<file path="src/rtl/spq_pkg.sv">
// Package: shared types and constants for the sorted priority queue.
`default_nettype none
package spq_pkg;

    localparam int DEPTH_DEF        = 16;
    localparam int PAYLOAD_BITS_DEF = 32;
    localparam int PRIO_BITS        = 8;
    localparam int REQ_PRIO_BITS    = 9;
    localparam int REQ_WORD_BITS    = 32;
    localparam int OCC_BITS         = 5;

    localparam logic [REQ_PRIO_BITS-1:0] PRIO_MAX = 9'd255;

    // Request kinds
    typedef enum logic [1:0] {
        K_INSERT    = 2'd0,
        K_REM_HEAD  = 2'd1,
        K_REM_EXACT = 2'd2,
        K_REM_ABOVE = 2'd3
    } t_kind;

    // Result status codes
    typedef enum logic [2:0] {
        ST_OK       = 3'd0,
        ST_BADPRIO  = 3'd1,
        ST_FULL     = 3'd2,
        ST_EMPTY    = 3'd3,
        ST_NOTFOUND = 3'd4
    } t_status;

    // Sequencer states
    typedef enum logic [2:0] {
        S_IDLE,
        S_INS_RD,
        S_INS_CMP,
        S_PUT,
        S_REM_RD,
        S_REM_CMP,
        S_SH_RD,
        S_SH_WR
    } t_state;

    // Memory port strobes
    typedef struct packed {
        logic wr_en;
        logic rd_en;
    } t_mem_ctl;

    // Result handoff from sequencer to output register
    typedef struct packed {
        logic                 valid;
        t_status              status;
        logic [PRIO_BITS-1:0] prio;
    } t_res;

endpackage
`default_nettype wire

</file>
<file path="src/rtl/spq_mem.sv">
// Entry store: priority and payload arrays, one write and one registered read port.
`default_nettype none
module spq_mem
    import spq_pkg::*;
#(
    parameter int DEPTH        = DEPTH_DEF,
    parameter int PAYLOAD_BITS = PAYLOAD_BITS_DEF,
    localparam int AW          = $clog2(DEPTH)
) (
    input  wire logic                    i_clk,
    input  wire t_mem_ctl                i_ctl,
    input  wire logic [AW-1:0]           i_wr_addr,
    input  wire logic [PRIO_BITS-1:0]    i_wr_prio,
    input  wire logic [PAYLOAD_BITS-1:0] i_wr_word,
    input  wire logic [AW-1:0]           i_rd_addr,
    output logic      [PRIO_BITS-1:0]    o_rd_prio,
    output logic      [PAYLOAD_BITS-1:0] o_rd_word
);

    logic [PRIO_BITS-1:0]    r_prio_mem [DEPTH];
    logic [PAYLOAD_BITS-1:0] r_word_mem [DEPTH];

    // Write port
    always_ff @(posedge i_clk) begin
        if (i_ctl.wr_en) begin
            r_prio_mem[i_wr_addr] <= i_wr_prio;
            r_word_mem[i_wr_addr] <= i_wr_word;
        end
    end

    // Registered read port
    always_ff @(posedge i_clk) begin
        if (i_ctl.rd_en) begin
            o_rd_prio <= r_prio_mem[i_rd_addr];
            o_rd_word <= r_word_mem[i_rd_addr];
        end
    end

endmodule
`default_nettype wire

</file>
<file path="src/rtl/spq_ctrl.sv">
// Sequencer: walks the entry store one cell per step with a shared comparator.
`default_nettype none
module spq_ctrl
    import spq_pkg::*;
#(
    parameter int DEPTH        = DEPTH_DEF,
    parameter int PAYLOAD_BITS = PAYLOAD_BITS_DEF,
    localparam int AW          = $clog2(DEPTH),
    localparam int CW          = $clog2(DEPTH + 1)
) (
    input  wire logic                     i_clk,
    input  wire logic                     i_rst_n,
    // request side
    input  wire logic                     i_req_valid,
    input  wire t_kind                    i_req_kind,
    input  wire logic [REQ_PRIO_BITS-1:0] i_req_prio,
    input  wire logic [PAYLOAD_BITS-1:0]  i_req_word,
    output logic                          o_idle,
    // result side
    output t_res                          o_res,
    output logic      [PAYLOAD_BITS-1:0]  o_res_word,
    output logic      [CW-1:0]            o_count,
    input  wire logic                     i_res_ready,
    // entry store
    output t_mem_ctl                      o_mem_ctl,
    output logic      [AW-1:0]            o_wr_addr,
    output logic      [PRIO_BITS-1:0]     o_wr_prio,
    output logic      [PAYLOAD_BITS-1:0]  o_wr_word,
    output logic      [AW-1:0]            o_rd_addr,
    input  wire logic [PRIO_BITS-1:0]     i_rd_prio,
    input  wire logic [PAYLOAD_BITS-1:0]  i_rd_word
);

    localparam logic [CW-1:0] FULL_COUNT = CW'(DEPTH);

    t_state                   r_state, n_state;
    t_kind                    r_kind;
    logic [REQ_PRIO_BITS-1:0] r_prio;
    logic [PAYLOAD_BITS-1:0]  r_word;
    logic [CW-1:0]            r_pos;
    logic [CW-1:0]            r_count;
    t_status                  r_status;
    logic [PRIO_BITS-1:0]     r_rprio;
    logic [PAYLOAD_BITS-1:0]  r_rword;
    logic                     r_done;

    logic [CW-1:0]            pos_m1;
    logic [CW-1:0]            pos_p1;
    logic [REQ_PRIO_BITS-1:0] cmp_a;
    logic                     cmp_hit;

    assign pos_m1 = r_pos - 1'b1;
    assign pos_p1 = r_pos + 1'b1;

    // Shared comparator: stored priority against the request priority
    assign cmp_a = {1'b0, i_rd_prio};
    always_comb begin
        case (r_kind)
            K_REM_HEAD:  cmp_hit = 1'b1;
            K_REM_EXACT: cmp_hit = (cmp_a == r_prio);
            default:     cmp_hit = (cmp_a > r_prio);
        endcase
    end

    // Next state
    always_comb begin
        n_state = r_state;
        case (r_state)
            S_IDLE: begin
                if (i_req_valid && !r_done) begin
                    if (i_req_kind == K_INSERT) begin
                        if (i_req_prio <= PRIO_MAX && r_count != FULL_COUNT) begin
                            n_state = S_INS_RD;
                        end
                    end else if (r_count != '0) begin
                        n_state = S_REM_RD;
                    end
                end
            end
            S_INS_RD:  n_state = (r_pos == '0) ? S_PUT : S_INS_CMP;
            S_INS_CMP: n_state = cmp_hit ? S_INS_RD : S_PUT;
            S_PUT:     n_state = S_IDLE;
            S_REM_RD:  n_state = S_REM_CMP;
            S_REM_CMP: begin
                if (cmp_hit) begin
                    n_state = S_SH_RD;
                end else if (pos_p1 == r_count) begin
                    n_state = S_IDLE;
                end else begin
                    n_state = S_REM_RD;
                end
            end
            S_SH_RD:   n_state = (pos_p1 >= r_count) ? S_IDLE : S_SH_WR;
            S_SH_WR:   n_state = S_SH_RD;
            default:   n_state = S_IDLE;
        endcase
    end

    // Memory strobes and addresses
    always_comb begin
        o_mem_ctl = '0;
        o_wr_addr = r_pos[AW-1:0];
        o_wr_prio = i_rd_prio;
        o_wr_word = i_rd_word;
        o_rd_addr = r_pos[AW-1:0];
        case (r_state)
            S_INS_RD: begin
                o_mem_ctl.rd_en = (r_pos != '0);
                o_rd_addr       = pos_m1[AW-1:0];
            end
            S_INS_CMP: o_mem_ctl.wr_en = cmp_hit;
            S_PUT: begin
                o_mem_ctl.wr_en = 1'b1;
                o_wr_prio       = r_prio[PRIO_BITS-1:0];
                o_wr_word       = r_word;
            end
            S_REM_RD:  o_mem_ctl.rd_en = 1'b1;
            S_SH_RD: begin
                o_mem_ctl.rd_en = (pos_p1 < r_count);
                o_rd_addr       = pos_p1[AW-1:0];
            end
            S_SH_WR:   o_mem_ctl.wr_en = 1'b1;
            default: begin
                o_mem_ctl = '0;
            end
        endcase
    end

    // State register and count
    always_ff @(posedge i_clk) begin
        if (!i_rst_n) begin
            r_state <= S_IDLE;
            r_count <= '0;
            r_done  <= 1'b0;
        end else begin
            r_state <= n_state;
            if (r_state == S_PUT) begin
                r_count <= r_count + 1'b1;
            end else if (r_state == S_SH_RD && pos_p1 >= r_count) begin
                r_count <= r_count - 1'b1;
            end
            // result pending until the output register takes it
            if (r_done && i_res_ready) begin
                r_done <= 1'b0;
            end else if ((r_state != S_IDLE && n_state == S_IDLE) ||
                         (r_state == S_IDLE && i_req_valid && !r_done &&
                          n_state == S_IDLE)) begin
                r_done <= 1'b1;
            end
        end
    end

    // Working registers and result capture
    always_ff @(posedge i_clk) begin
        case (r_state)
            S_IDLE: begin
                if (i_req_valid && !r_done) begin
                    r_kind  <= i_req_kind;
                    r_prio  <= i_req_prio;
                    r_word  <= i_req_word;
                    r_rprio <= '0;
                    r_rword <= '0;
                    r_status <= ST_OK;
                    if (i_req_kind == K_INSERT) begin
                        r_pos <= r_count;
                        if (i_req_prio > PRIO_MAX) begin
                            r_status <= ST_BADPRIO;
                        end else if (r_count == FULL_COUNT) begin
                            r_status <= ST_FULL;
                        end
                    end else begin
                        r_pos <= '0;
                        if (r_count == '0) begin
                            r_status <= ST_EMPTY;
                        end
                    end
                end
            end
            S_INS_CMP: begin
                if (cmp_hit) begin
                    r_pos <= pos_m1;
                end
            end
            S_REM_CMP: begin
                if (cmp_hit) begin
                    r_rprio <= i_rd_prio;
                    r_rword <= i_rd_word;
                end else if (pos_p1 == r_count) begin
                    r_status <= ST_NOTFOUND;
                end else begin
                    r_pos <= pos_p1;
                end
            end
            S_SH_WR: r_pos <= pos_p1;
            default: begin
                r_pos <= r_pos;
            end
        endcase
    end

    // Outputs
    always_comb begin
        o_idle       = (r_state == S_IDLE) && !r_done;
        o_res.valid  = r_done;
        o_res.status = r_status;
        o_res.prio   = r_rprio;
        o_res_word   = r_rword;
        o_count      = r_count;
    end

    // Count never passes the capacity
    a_count_bound: assert property (@(posedge i_clk) disable iff (!i_rst_n)
        r_count <= FULL_COUNT)
        else $error("entry count above capacity");

    // Walk pointer stays inside the occupied range or one past its end
    a_pos_bound: assert property (@(posedge i_clk) disable iff (!i_rst_n)
        (r_state != S_IDLE) |-> (r_pos <= r_count))
        else $error("walk pointer beyond occupied cells");

    // Count moves only when an insert lands or a removal shift ends
    a_count_change: assert property (@(posedge i_clk) disable iff (!i_rst_n)
        !$stable(r_count) |-> ($past(r_state) == S_PUT || $past(r_state) == S_SH_RD))
        else $error("entry count changed outside insert or removal");

    // No new request while a result is pending
    a_done_idle: assert property (@(posedge i_clk) disable iff (!i_rst_n)
        r_done |-> (r_state == S_IDLE))
        else $error("sequencer busy with an undelivered result");

endmodule
`default_nettype wire

</file>
<file path="src/rtl/sorted_priority_queue_top.sv">
// Top level: request handshake, entry store, sequencer and result register.
// Operation: an insert reads and compares cells from the tail toward the head, moving up
//   each entry of larger priority value, then writes the new entry; a removal reads and
//   compares from the head to a hit or the end, then shifts the later entries down.
// Throughput: one transaction at a time, the next accepted once the result register holds
//   the last one; each visited cell needs a read step first (single registered read port).
// Reset: synchronous active low; clears the count and control, store unchanged.
`default_nettype none
module sorted_priority_queue_top
    import spq_pkg::*;
#(
    parameter int DEPTH        = DEPTH_DEF,
    parameter int PAYLOAD_BITS = PAYLOAD_BITS_DEF
) (
    input  wire logic                     i_clk,
    input  wire logic                     i_rst_n,
    input  wire logic                     i_valid,
    output logic                          o_ready,
    input  wire logic [1:0]               i_kind,
    input  wire logic [REQ_PRIO_BITS-1:0] i_prio,
    input  wire logic [REQ_WORD_BITS-1:0] i_payload,
    output logic                          o_valid,
    input  wire logic                     i_ready,
    output logic      [2:0]               o_status,
    output logic      [PRIO_BITS-1:0]     o_out_prio,
    output logic      [REQ_WORD_BITS-1:0] o_out_payload,
    output logic      [OCC_BITS-1:0]      o_occupancy
);

    localparam int AW = $clog2(DEPTH);
    localparam int CW = $clog2(DEPTH + 1);

    t_mem_ctl                  mem_ctl;
    logic [AW-1:0]             wr_addr, rd_addr;
    logic [PRIO_BITS-1:0]      wr_prio, rd_prio;
    logic [PAYLOAD_BITS-1:0]   wr_word, rd_word;
    logic [PAYLOAD_BITS-1:0]   req_word;
    logic [PAYLOAD_BITS+REQ_WORD_BITS-1:0] req_ext;
    logic [REQ_WORD_BITS+PAYLOAD_BITS-1:0] res_ext;
    logic [CW+OCC_BITS-1:0]    occ_ext;
    t_res                      res;
    logic [PAYLOAD_BITS-1:0]   res_word;
    logic [CW-1:0]             count;
    logic                      idle;
    logic                      res_ready;

    logic                      r_valid;
    t_status                   r_status;
    logic [PRIO_BITS-1:0]      r_prio;
    logic [REQ_WORD_BITS-1:0]  r_word;
    logic [OCC_BITS-1:0]       r_occ;

    // Width fitting of the payload and count
    assign req_ext  = {{PAYLOAD_BITS{1'b0}}, i_payload};
    assign req_word = req_ext[PAYLOAD_BITS-1:0];
    assign res_ext  = {{REQ_WORD_BITS{1'b0}}, res_word};
    assign occ_ext  = {{OCC_BITS{1'b0}}, count};

    assign o_ready   = idle;
    assign res_ready = !r_valid || i_ready;

    spq_mem #(
        .DEPTH        (DEPTH),
        .PAYLOAD_BITS (PAYLOAD_BITS)
    ) u_mem (
        .i_clk     (i_clk),
        .i_ctl     (mem_ctl),
        .i_wr_addr (wr_addr),
        .i_wr_prio (wr_prio),
        .i_wr_word (wr_word),
        .i_rd_addr (rd_addr),
        .o_rd_prio (rd_prio),
        .o_rd_word (rd_word)
    );

    spq_ctrl #(
        .DEPTH        (DEPTH),
        .PAYLOAD_BITS (PAYLOAD_BITS)
    ) u_ctrl (
        .i_clk       (i_clk),
        .i_rst_n     (i_rst_n),
        .i_req_valid (i_valid),
        .i_req_kind  (t_kind'(i_kind)),
        .i_req_prio  (i_prio),
        .i_req_word  (req_word),
        .o_idle      (idle),
        .o_res       (res),
        .o_res_word  (res_word),
        .o_count     (count),
        .i_res_ready (res_ready),
        .o_mem_ctl   (mem_ctl),
        .o_wr_addr   (wr_addr),
        .o_wr_prio   (wr_prio),
        .o_wr_word   (wr_word),
        .o_rd_addr   (rd_addr),
        .i_rd_prio   (rd_prio),
        .i_rd_word   (rd_word)
    );

    // Result register: holds a transaction until the consumer takes it
    always_ff @(posedge i_clk) begin
        if (!i_rst_n) begin
            r_valid <= 1'b0;
        end else if (res.valid && res_ready) begin
            r_valid <= 1'b1;
        end else if (i_ready) begin
            r_valid <= 1'b0;
        end
    end

    always_ff @(posedge i_clk) begin
        if (res.valid && res_ready) begin
            r_status <= res.status;
            r_prio   <= res.prio;
            r_word   <= res_ext[REQ_WORD_BITS-1:0];
            r_occ    <= occ_ext[OCC_BITS-1:0];
        end
    end

    assign o_valid       = r_valid;
    assign o_status      = r_status;
    assign o_out_prio    = r_prio;
    assign o_out_payload = r_word;
    assign o_occupancy   = r_occ;

endmodule
`default_nettype wire

</file>
<file path="config.mk">
export PLATFORM = sky130hd
export DESIGN_NAME = sorted_priority_queue_top
export DESIGN_NICKNAME = d
export VERILOG_FILES = /design/src/rtl/spq_pkg.sv /design/src/rtl/spq_mem.sv /design/src/rtl/spq_ctrl.sv /design/src/rtl/sorted_priority_queue_top.sv
export SDC_FILE = /design/constraint.sdc
export NUM_CORES = 1
export LEC_CHECK = 0
export ABC_AREA = 0
export BUFFER_PORTS_ARGS = -buffer_cell sky130_fd_sc_hd__buf_2
export CORE_ASPECT_RATIO = 1.2
export CORE_MARGIN = 4
export CORE_UTILIZATION = 45
export CTS_BUF_LIST = sky130_fd_sc_hd__clkbuf_8 sky130_fd_sc_hd__clkbuf_16
export DETAILED_ROUTE_END_ITERATION = 16
export PLACE_DENSITY = 0.69
export SLEW_MARGIN = 25
export SYNTH_ARGS = -nofsm -noshare
export SYNTH_HDL_FRONTEND = slang
export SYNTH_SLANG_ARGS = --single-unit
</file>
<file path="constraint.sdc">
create_clock -name i_clk -period 15.1 [get_ports i_clk]
set_input_delay 0.755 -clock i_clk [delete_from_list [all_inputs] [get_ports i_clk]]
set_output_delay 0.755 -clock i_clk [all_outputs]
set_load 0.005 [all_outputs]
</file>
* Word level (Yosys, flattened, before mapping)
Memory sizes are Yosys's and may differ from the RTL's. A register that Yosys moved wholly into a read port is not among the register bits. Cells that the tools add are included.
Word-level totals: bits in registers 149, bits in writable memories 640, input bits 47, output and inout port bits 50, memories 2
Cells by class: add/subtract/negate cells 4, magnitude comparators 5, equal/unequal tests 19, multiplexer cells 42, bitwise operators 1, reduce and logical (&&, ||, !) cells 31
Memory list:
- u_mem.r_word_mem | words 16, width 32, rd ports 1, clocked after Yosys merged registers in 1, write ports 1, RTL line spq_mem.sv:21 | logic [PAYLOAD_BITS-1:0] r_word_mem [DEPTH];
- u_mem.r_prio_mem | words 16, width 8, rd ports 1, clocked after Yosys merged registers in 1, write ports 1, RTL line spq_mem.sv:20 | logic [PRIO_BITS-1:0] r_prio_mem [DEPTH];
Operators by type and width (count):
- $mux W32 | 3
- $pmux W32 S2 | 1
- $mux W3 | 12
- $mux W5 | 7
- $mux W8 | 3
- $pmux W3 S8 | 1
- $pmux W5 S4 | 1
- $pmux W8 S2 | 1
- $eq A3 B3 Y1 const B | 4
- $add A5 B1 Y5 const B | 2
- $logic_not A5 Y1 | 2
- $reduce_bool A5 Y1 | 2
- $sub A5 B1 Y5 const B | 2
- $eq A8 B9 Y1 | 1
- $gt A8 B9 Y1 | 1
- $gt A9 B8 Y1 const B | 1
- $le A9 B8 Y1 const B | 1
- $logic_and A1 B1 Y1 | 9
- $pmux W4 S2 | 1
- $eq A3 B2 Y1 const B | 2
- $logic_not A3 Y1 | 2
- $mux W2 | 3
- $ne A2 B1 Y1 const B | 3
- $ne A2 B2 Y1 const B | 3
- 24 further kinds | 34

* Logic depth before layout (Yosys ltp)
Gate-level depths: netlist of the first run.
depth after elaboration 9, gate-level depth with buffers 11

* By module
Synthesis of the first run repeated with hierarchy kept, for this count alone.
Unflattened totals: cells, all modules 1499, area, all modules 32043.2 um^2
By module, submodules not included:
- spq_mem | instances 1, cells each 1040, area an instance 25532.0 um^2, sequential area each 20419.6 um^2
- spq_ctrl | instances 1, cells each 406, area an instance 5012.3 um^2, sequential area each 2912.8 um^2
- sorted_priority_queue_top | instances 1, cells each 53, area an instance 1498.9 um^2, sequential area each 1461.4 um^2

* Least setup slack after synthesis of the first run
OpenSTA, ideal clock, no wires.
path kind input-to-reg, start input port i_valid, end register u_ctrl.r_rword[0] (netlist: u_ctrl.o_res_word[0]), enable pin, arrival 6221 ps, required time 14704 ps, path slack 8483 ps, stages 3, path buffers 0, path through nand2_1 nor4_1 a21o_1
On the way: word-level cells in the longest chain between the ends 3
Ends and longest elaborated chain:
- start, declared | RTL line sorted_priority_queue_top.sv:17 | input wire logic i_valid,
- $logic_and A1 B1 Y1 | RTL line spq_ctrl.sv:157 | if (i_req_valid && !r_done) begin
- $ne A2 B2 Y1 (no source line)
- $reduce_and A3 Y1 (no source line)
- end signal, assigned | RTL line spq_ctrl.sv:187 | r_rword <= i_rd_word;
- end, declared | RTL line spq_ctrl.sv:44 | logic [PAYLOAD_BITS-1:0] r_rword;
No other way between the ends. A chain may end at the register's enable or synchronous reset.

* Worst setup path in the final report of the first run
start register u_ctrl.r_state[1], end register u_mem.o_rd_prio[3], read port of u_mem.r_prio_mem, data pin
On the way: word-level cells in the longest chain between the ends 2
Ends and longest elaborated chain:
- start, declared | RTL line spq_ctrl.sv:36 | t_state r_state, n_state;
- start signal, assigned | RTL line spq_ctrl.sv:136 | r_state <= n_state;
- $eq A3 B3 Y1 / $eq A3 B1 Y1 (equally long branches) | RTL line spq_ctrl.sv:106 | case (r_state)
- $pmux W1 S3 / $pmux W4 S2 (equally long branches) | RTL line spq_ctrl.sv:106
- end, declared | RTL line spq_mem.sv:16 | output logic [PRIO_BITS-1:0] o_rd_prio,
Parallel ways exist; a longest one is shown, timed or not.

==> impl_metrics.toml, run 1 <==
[cts]
cts_tree = "yes"
cts_sinks = 829
cts_max_level = 3
cts-resized-gates = 0
clockBufferDepth = 3
postCtsSetupBuffers = 0
cts_made_buffers = 77
clk_root_buffer_cell = "clkbuf_16"
cts.reportedPaths.clkPinSlew_ns = 0.06
holdBufCountCts = 0
clkLatencyLatePin_ns = 0.61

[timing]
period_share = 0.310
min_period_ns = 4.69
max_freq_ghz = 0.213
slew_headroom = 0.277
drv_slew = 0
rsz0062_at_grt = "no"
fin_worst_skew_ns = 0.0195
tns_ns = 0
setup_viol = 0
hold_viol = 0
tightest_slew_ns = 1.08

[yosys]
yosysTopAreaCellShare = 0.766
syn_area_um2 = 32100
synthDistinctLibCells = 52
async_flop_share = 0
yosys_warnings = 0
ys_seq_elements = 829
synth_edf_count = 819
synth.largest_area_cell = "edfxtp_1"
syn_nets = 1563
yosysSeqAreaShare = 0.772
syn_avg_cell_area_um2 = 21.5
synth.area.top_cells = "edfxtp_1 (77%), mux4_2 (11%), mux2i_1 (3.8%), mux2_2 (1.2%), ha_1 (0.90%)"
synth_cells = 1492
synth_top_flop_cell = "edfxtp_1"

[cells_and_area]
layout-drive-gt1-share = 0.278
antenna_cells = 0
final_cells = 2626
areaGrowthSynthToFinish_pct = 13.0
nets = 1709
final_area_um2 = 36300
final_util = 0.512

[global_route]
antenna_found_initial = 2
grt_use_total = 0.180
grt_overflow_total = 0
grt_pass1_vias = 15800
grt_max_degree = 161
grt_pass1_wl_um = 102000

[setup_path]
worstSetupPathType = "flip-flop to flip-flop"
r2r_setup_slack_ns = 10.41
cp_cell_sequence = "clkinv_2, nand2_1, nand2_1, xnor2_4, buf_12, buf_16, mux4_2, mux2i_1, mux2i_1"
required_ns = 15.38
arrival_ns = 4.97
cp-start-kind = "flip-flop"
worstPathMaxFanout = 71
crit_path_end_kind = "flip-flop"
slowest_stage = "clkinv_2"
slowest_delay_ns = 1.02

[routing]
drt_first_pass_iters = 7
drt-wirelength-per-cell_um = 26.0
ant_nets = 0
finalWirelength_um = 68300
viasPerCell = 5.76
vias = 15100
drc = 0
drtIter0Drc = 1307

[power_and_ir_drop]
p_comb_frac = 0.192
intPower_w = 0.00426
powerDensity_nw_per_um2 = 158
netSwitchingFraction = 0.258
power_frac_clock = 0.321
power_w = 0.00574
ir_worst_vdd_uv = 188
p_seq_frac = 0.487
leakage_nw = 12.2
p_switching_w = 0.00148

[place]
placed_cells = 2484
portBuffers = 96
gp_congestion = 0.840
dpl-instance-area_um2 = 33900
hpwlAfterDp_um = 33900

[floorplan]
die_w_um = 252
start_util = 0.453
coreArea_um2 = 70800
row_count = 107
ios = 97
fp.dieH_um = 301
dieArea_um2 = 75700

[job]
maxCapViolCount = 0

[min_path]
min_path_type = "input pin to flip-flop"

[status]
status = "completed"
-- worst paths after layout --
kind | depth (start not counted) | startpoint | endpoint
setup reg to reg | 9 | u_ctrl.r_state[1]$_SDFF_PN0_ | u_mem.o_rd_prio[3]$_DFFE_PP_
hold / removal | 1 | i_payload[26] | u_ctrl.r_word[26]$_DFFE_PP_
setup / recovery | 9 | u_ctrl.r_state[1]$_SDFF_PN0_ | u_mem.o_rd_prio[3]$_DFFE_PP_
hold reg to reg | 0 | u_ctrl.o_res_word[7]$_SDFFCE_PN0P_ | o_out_payload[7]$_DFFE_PP_
-- sequential cells by signal, summed over array words and instances (netlist names), 3 cells and up --
register and flops:
u_ctrl.r_prio 9, u_ctrl.r_word 32, u_mem.r_word_mem 512, o_status 3, u_ctrl.r_rprio 8, u_ctrl.r_pos 5
u_ctrl.r_status 3, o_occupancy 5, u_mem.o_rd_prio 8, o_out_prio 8, u_mem.r_prio_mem 128, u_ctrl.r_state 3
u_mem.o_rd_word 32, u_ctrl.o_res_word 32, u_ctrl.o_count 5, o_out_payload 32
-- synth_stat cells, types with 3 or more instances --
master	count
a21o_1	5
a21oi_1	22
and2_1	4
and3_1	40
buf_1	4
buf_2	27
buf_6	11
clkbuf_1	29
dfxtp_1	10
edfxtp_1	819
ha_1	23
inv_1	19
mux2_2	33
mux2i_1	123
mux4_2	160
nand2_1	29
nand2b_1	8
nand3_1	4
nor2_1	20
nor2b_1	6
nor3_1	25
nor4_1	4
o211ai_1	4
o21a_1	3
o21ai_0	17
o21ai_1	3
xor2_1	6
-- per-stage QoR --
stage | setup WS, ns | hold WS, ns
after detailed placement | 10.73 | 0.405
final | 10.41 | 0.313
after global placement | 10.80 | 0.402
after floorplan | 8.48 | 0.400
after CTS | 10.74 | 0.270
after global routing | 9.97 | 0.281
-- kinds of logic (layout without fill, tap and decap cells) --
kind of cell,count (synthesis),count (layout),synth area share
buffers and inverters,91,299,0.0143
adders and majority gates,24,24,0.00958
DFF,829,829,0.772
and+or+nand+nor,150,150,0.0247
xor gates and xnor gates,9,9,0.00269
muxes,316,316,0.162
AOI/OAI and AO/OA,73,73,0.0145
-- layout make-up --
cell class / instances / area [µm²]
Clock inverter: 61 / 394
Clock buffer: 80 / 1990
Tap cell: 926 / 1160
Fill cell: 5409 / 34500
Timing Repair Buffer: 138 / 845
Multi-Input combinational cell: 572 / 7030
Sequential cell: 829 / 24800
Inverter: 20 / 76.3
-- worst max-delay path: cells and delay by family (launching register included) --
kind | cells | cell delay (ns)
mux | 3 | 0.86
xor+xnor | 1 | 0.21
buf+inv | 3 | 1.81
simple gates | 2 | 0.48
flops | 1 | 0.91
-- cells in the final DEF, fill, tap and decap left out, types with 3 or more instances in the layout --
cell type and count:
edfxtp_1 819, mux4_2 160, mux2i_1 123, buf_2 96, clkbuf_16 79, and3_1 40, buf_4 38, inv_1 35
mux2_2 33, nand2_1 28, ha_1 23, a21oi_1 21, nor2_1 20, clkinv_2 17, o21ai_0 17, nor3_2 16
clkinv_1 12, dfxtp_1 10, nor3_1 9, nand2b_1 8, nor2b_1 6, inv_6 6, clkinvlp_4 5, xor2_1 4
nand3_1 4, o211ai_1 4, a21o_1 4, o21ai_1 3, o21a_1 3, nor4_1 3, bufinv_16 3
-- layer usage --
| metal | vias to the layer above | wire (µm) | global-route usage |
|---|---|---|---|
| met5 | - | 26 | 0 |
| li1 | 6448 | - | - |
| met1 | 8022 | 27500 | 0.249 |
| met2 | 551 | 34800 | 0.303 |
| met4 | 4 | 1240 | 0.0489 |
| met3 | 94 | 4730 | 0.0288 |
-- power groups by stage --
stage                     clock network [W]  logic (W)  registers (W)
after floorplan                           0   0.000826        0.00282
after global placement                    0    0.00110        0.00284
after detailed placement                  0    0.00111        0.00284
after CTS                           0.00188    0.00112        0.00280
after global routing                0.00198    0.00120        0.00281
final                               0.00184    0.00110        0.00279
Power figures use the tool's default switching activity.
==> run 2, diff against run 1 <==
==> constraint.sdc (replaced) <==
create_clock -name i_clk -period 4.9 [get_ports i_clk]
set_input_delay 0.245 -clock i_clk [delete_from_list [all_inputs] [get_ports i_clk]]
set_output_delay 0.245 -clock i_clk [all_outputs]
set_load 0.005 [all_outputs]
==> impl_metrics.toml, run 2 (synthesis gave the netlist of run 1 again) <==
[setup_path]
cp-start-kind = "flip-flop"
cp_cell_sequence = "nor2b_1, nand2_1, nand2_1, xnor2_4, buf_12, mux4_2, mux2i_1, mux2i_1"
critical-path-top-delay-family = "multiplexers"
crit_buf_inv = 1
worstPathMaxFanout = 71
arrival_ns = 4.11
slowest_delay_ns = 0.78
slowest_stage = "dfxtp_1"
required_ns = 5.24
worstSetupPathType = "flip-flop to flip-flop"
crit_path_end_kind = "flip-flop"

[timing]
rsz0062_at_grt = "no"
min_period_ns = 3.77
setup_viol = 0
drv_slew = 0
tns_ns = 0
max_freq_ghz = 0.265
fin_worst_skew_ns = 0.0212
slew_headroom = 0.405
tightest_slew_ns = 0.893
hold_viol = 0
period_share = 0.769

[cells_and_area]
layout_commonest_cell = "edfxtp_1"
layout_common_cells = "edfxtp_1 (819), mux4_2 (160), mux2i_1 (123)"
multi_input_area_um2 = 7050
regMostFlops = "u_mem.r_word_mem"
register_area_um2 = 24800
nets = 1765
final_area_um2 = 36900
largest_reg_flops = 512
antenna_cells = 0
areaGrowthSynthToFinish_pct = 14.8
fillCellCount = 5414
layout-drive-gt1-share = 0.270
reg_top3 = "u_mem.r_word_mem x512, u_mem.r_prio_mem x128"

[global_route]
grt_use_total = 0.182
grt_max_degree = 85
grt_pass1_wl_um = 102000
grt_pass1_vias = 15900
grt_overflow_total = 0
antenna_found_initial = 0

[power_and_ir_drop]
leakage_nw = 12.4
p_comb_frac = 0.196
ir_worst_vdd_uv = 375
powerDensity_nw_per_um2 = 477
intPower_w = 0.0131
power_frac_clock = 0.314
netSwitchingFraction = 0.255
p_switching_w = 0.00448
power_w = 0.0176
p_seq_frac = 0.490

[min_path]
min_path_type = "input pin to flip-flop"

[place]
dpl-instance-area_um2 = 34100
hpwlAfterDp_um = 35500
portBuffers = 96
gp_congestion = 0.814

[cts]
cts_tree = "yes"
cts_max_level = 3
cts-resized-gates = 0
cts.reportedPaths.clkPinSlew_ns = 0.07
clkLatencyLatePin_ns = 0.60
clk_root_buffer_cell = "clkbuf_16"
clockBufferDepth = 3
cts_sinks = 829
cts_made_buffers = 76
postCtsSetupBuffers = 0
holdBufCountCts = 46

[status]
status = "completed"

[floorplan]
start_util = 0.453
row_count = 107
dieArea_um2 = 75700
ios = 97
fp.dieH_um = 301
coreArea_um2 = 70800
die_w_um = 252

[routing]
ant_nets = 0
drt_first_pass_iters = 7
drtIter0Drc = 1543
viasPerCell = 5.73
drt-wirelength-per-cell_um = 25.7
vias = 15300
drc = 0
finalWirelength_um = 68600

[job]
maxCapViolCount = 0
run 2: worst paths after layout:
path,start,end,slack [ns],depth (start not counted)
setup / recovery,u_ctrl.r_state[0]$_SDFF_PN0_,u_mem.o_rd_word[12]$_DFFE_PP_,1.13,8
hold / removal,i_valid,u_ctrl.r_done$_SDFFE_PP0P_,0.24,5
setup reg to reg,u_ctrl.r_state[0]$_SDFF_PN0_,u_mem.o_rd_word[12]$_DFFE_PP_,1.13,8
hold reg to reg,u_ctrl.o_res_word[9]$_SDFFCE_PN0P_,o_out_payload[9]$_DFFE_PP_,0.41,0
run 2: power groups by stage:
stage          registers, W  logic [W]  clock network (W)
3_5_place_dp        0.00877    0.00347                  0
2_1_floorplan       0.00870    0.00255                  0
3_3_place_gp        0.00875    0.00340                  0
6_report            0.00861    0.00345            0.00551
4_1_cts             0.00862    0.00351            0.00565
5_1_grt             0.00864    0.00375            0.00594
run 2: layout make-up:
cell class	instances	share of cell area
sequential	829	0.673
tap	926	0.0314
multi-input combinational	572	0.191
clock inverter	56	0.00991
clock buffer	77	0.0523
timing repair buffer	195	0.0407
inverter	20	0.00204
run 2: worst reg2reg max path, delay by kind of cell, from the launching register on:
kind / cells / cell delay (ns)
buf+inv: 1 / 0.55
xor+xnor: 1 / 0.33
mux: 3 / 0.97
simple gates: 3 / 0.86
flops: 1 / 0.78
run 2: through the flow:
stage	std cells	hold WS, ns	util	worst slack (ns)
CTS	2675	0.204	0.520	1.14
detailed placement	2496	0.405	0.482	1.17
global route	2675	0.258	0.521	0.741
floorplan	1492	0.344	-	-0.338
global placement	2495	0.402	0.481	1.25
finish	2675	0.236	0.521	1.13
run 2: layer usage:
layer / routed length, µm / share of wire / GRT usage / vias up
li1: - / - / - / 6564
met1: 27400 / 0.40 / 0.248 / 8038
met2: 34900 / 0.51 / 0.308 / 599
met3: 4610 / 0.067 / 0.0276 / 120
met4: 1710 / 0.025 / 0.0564 / 0
met5: 0 / 0 / 0 / -
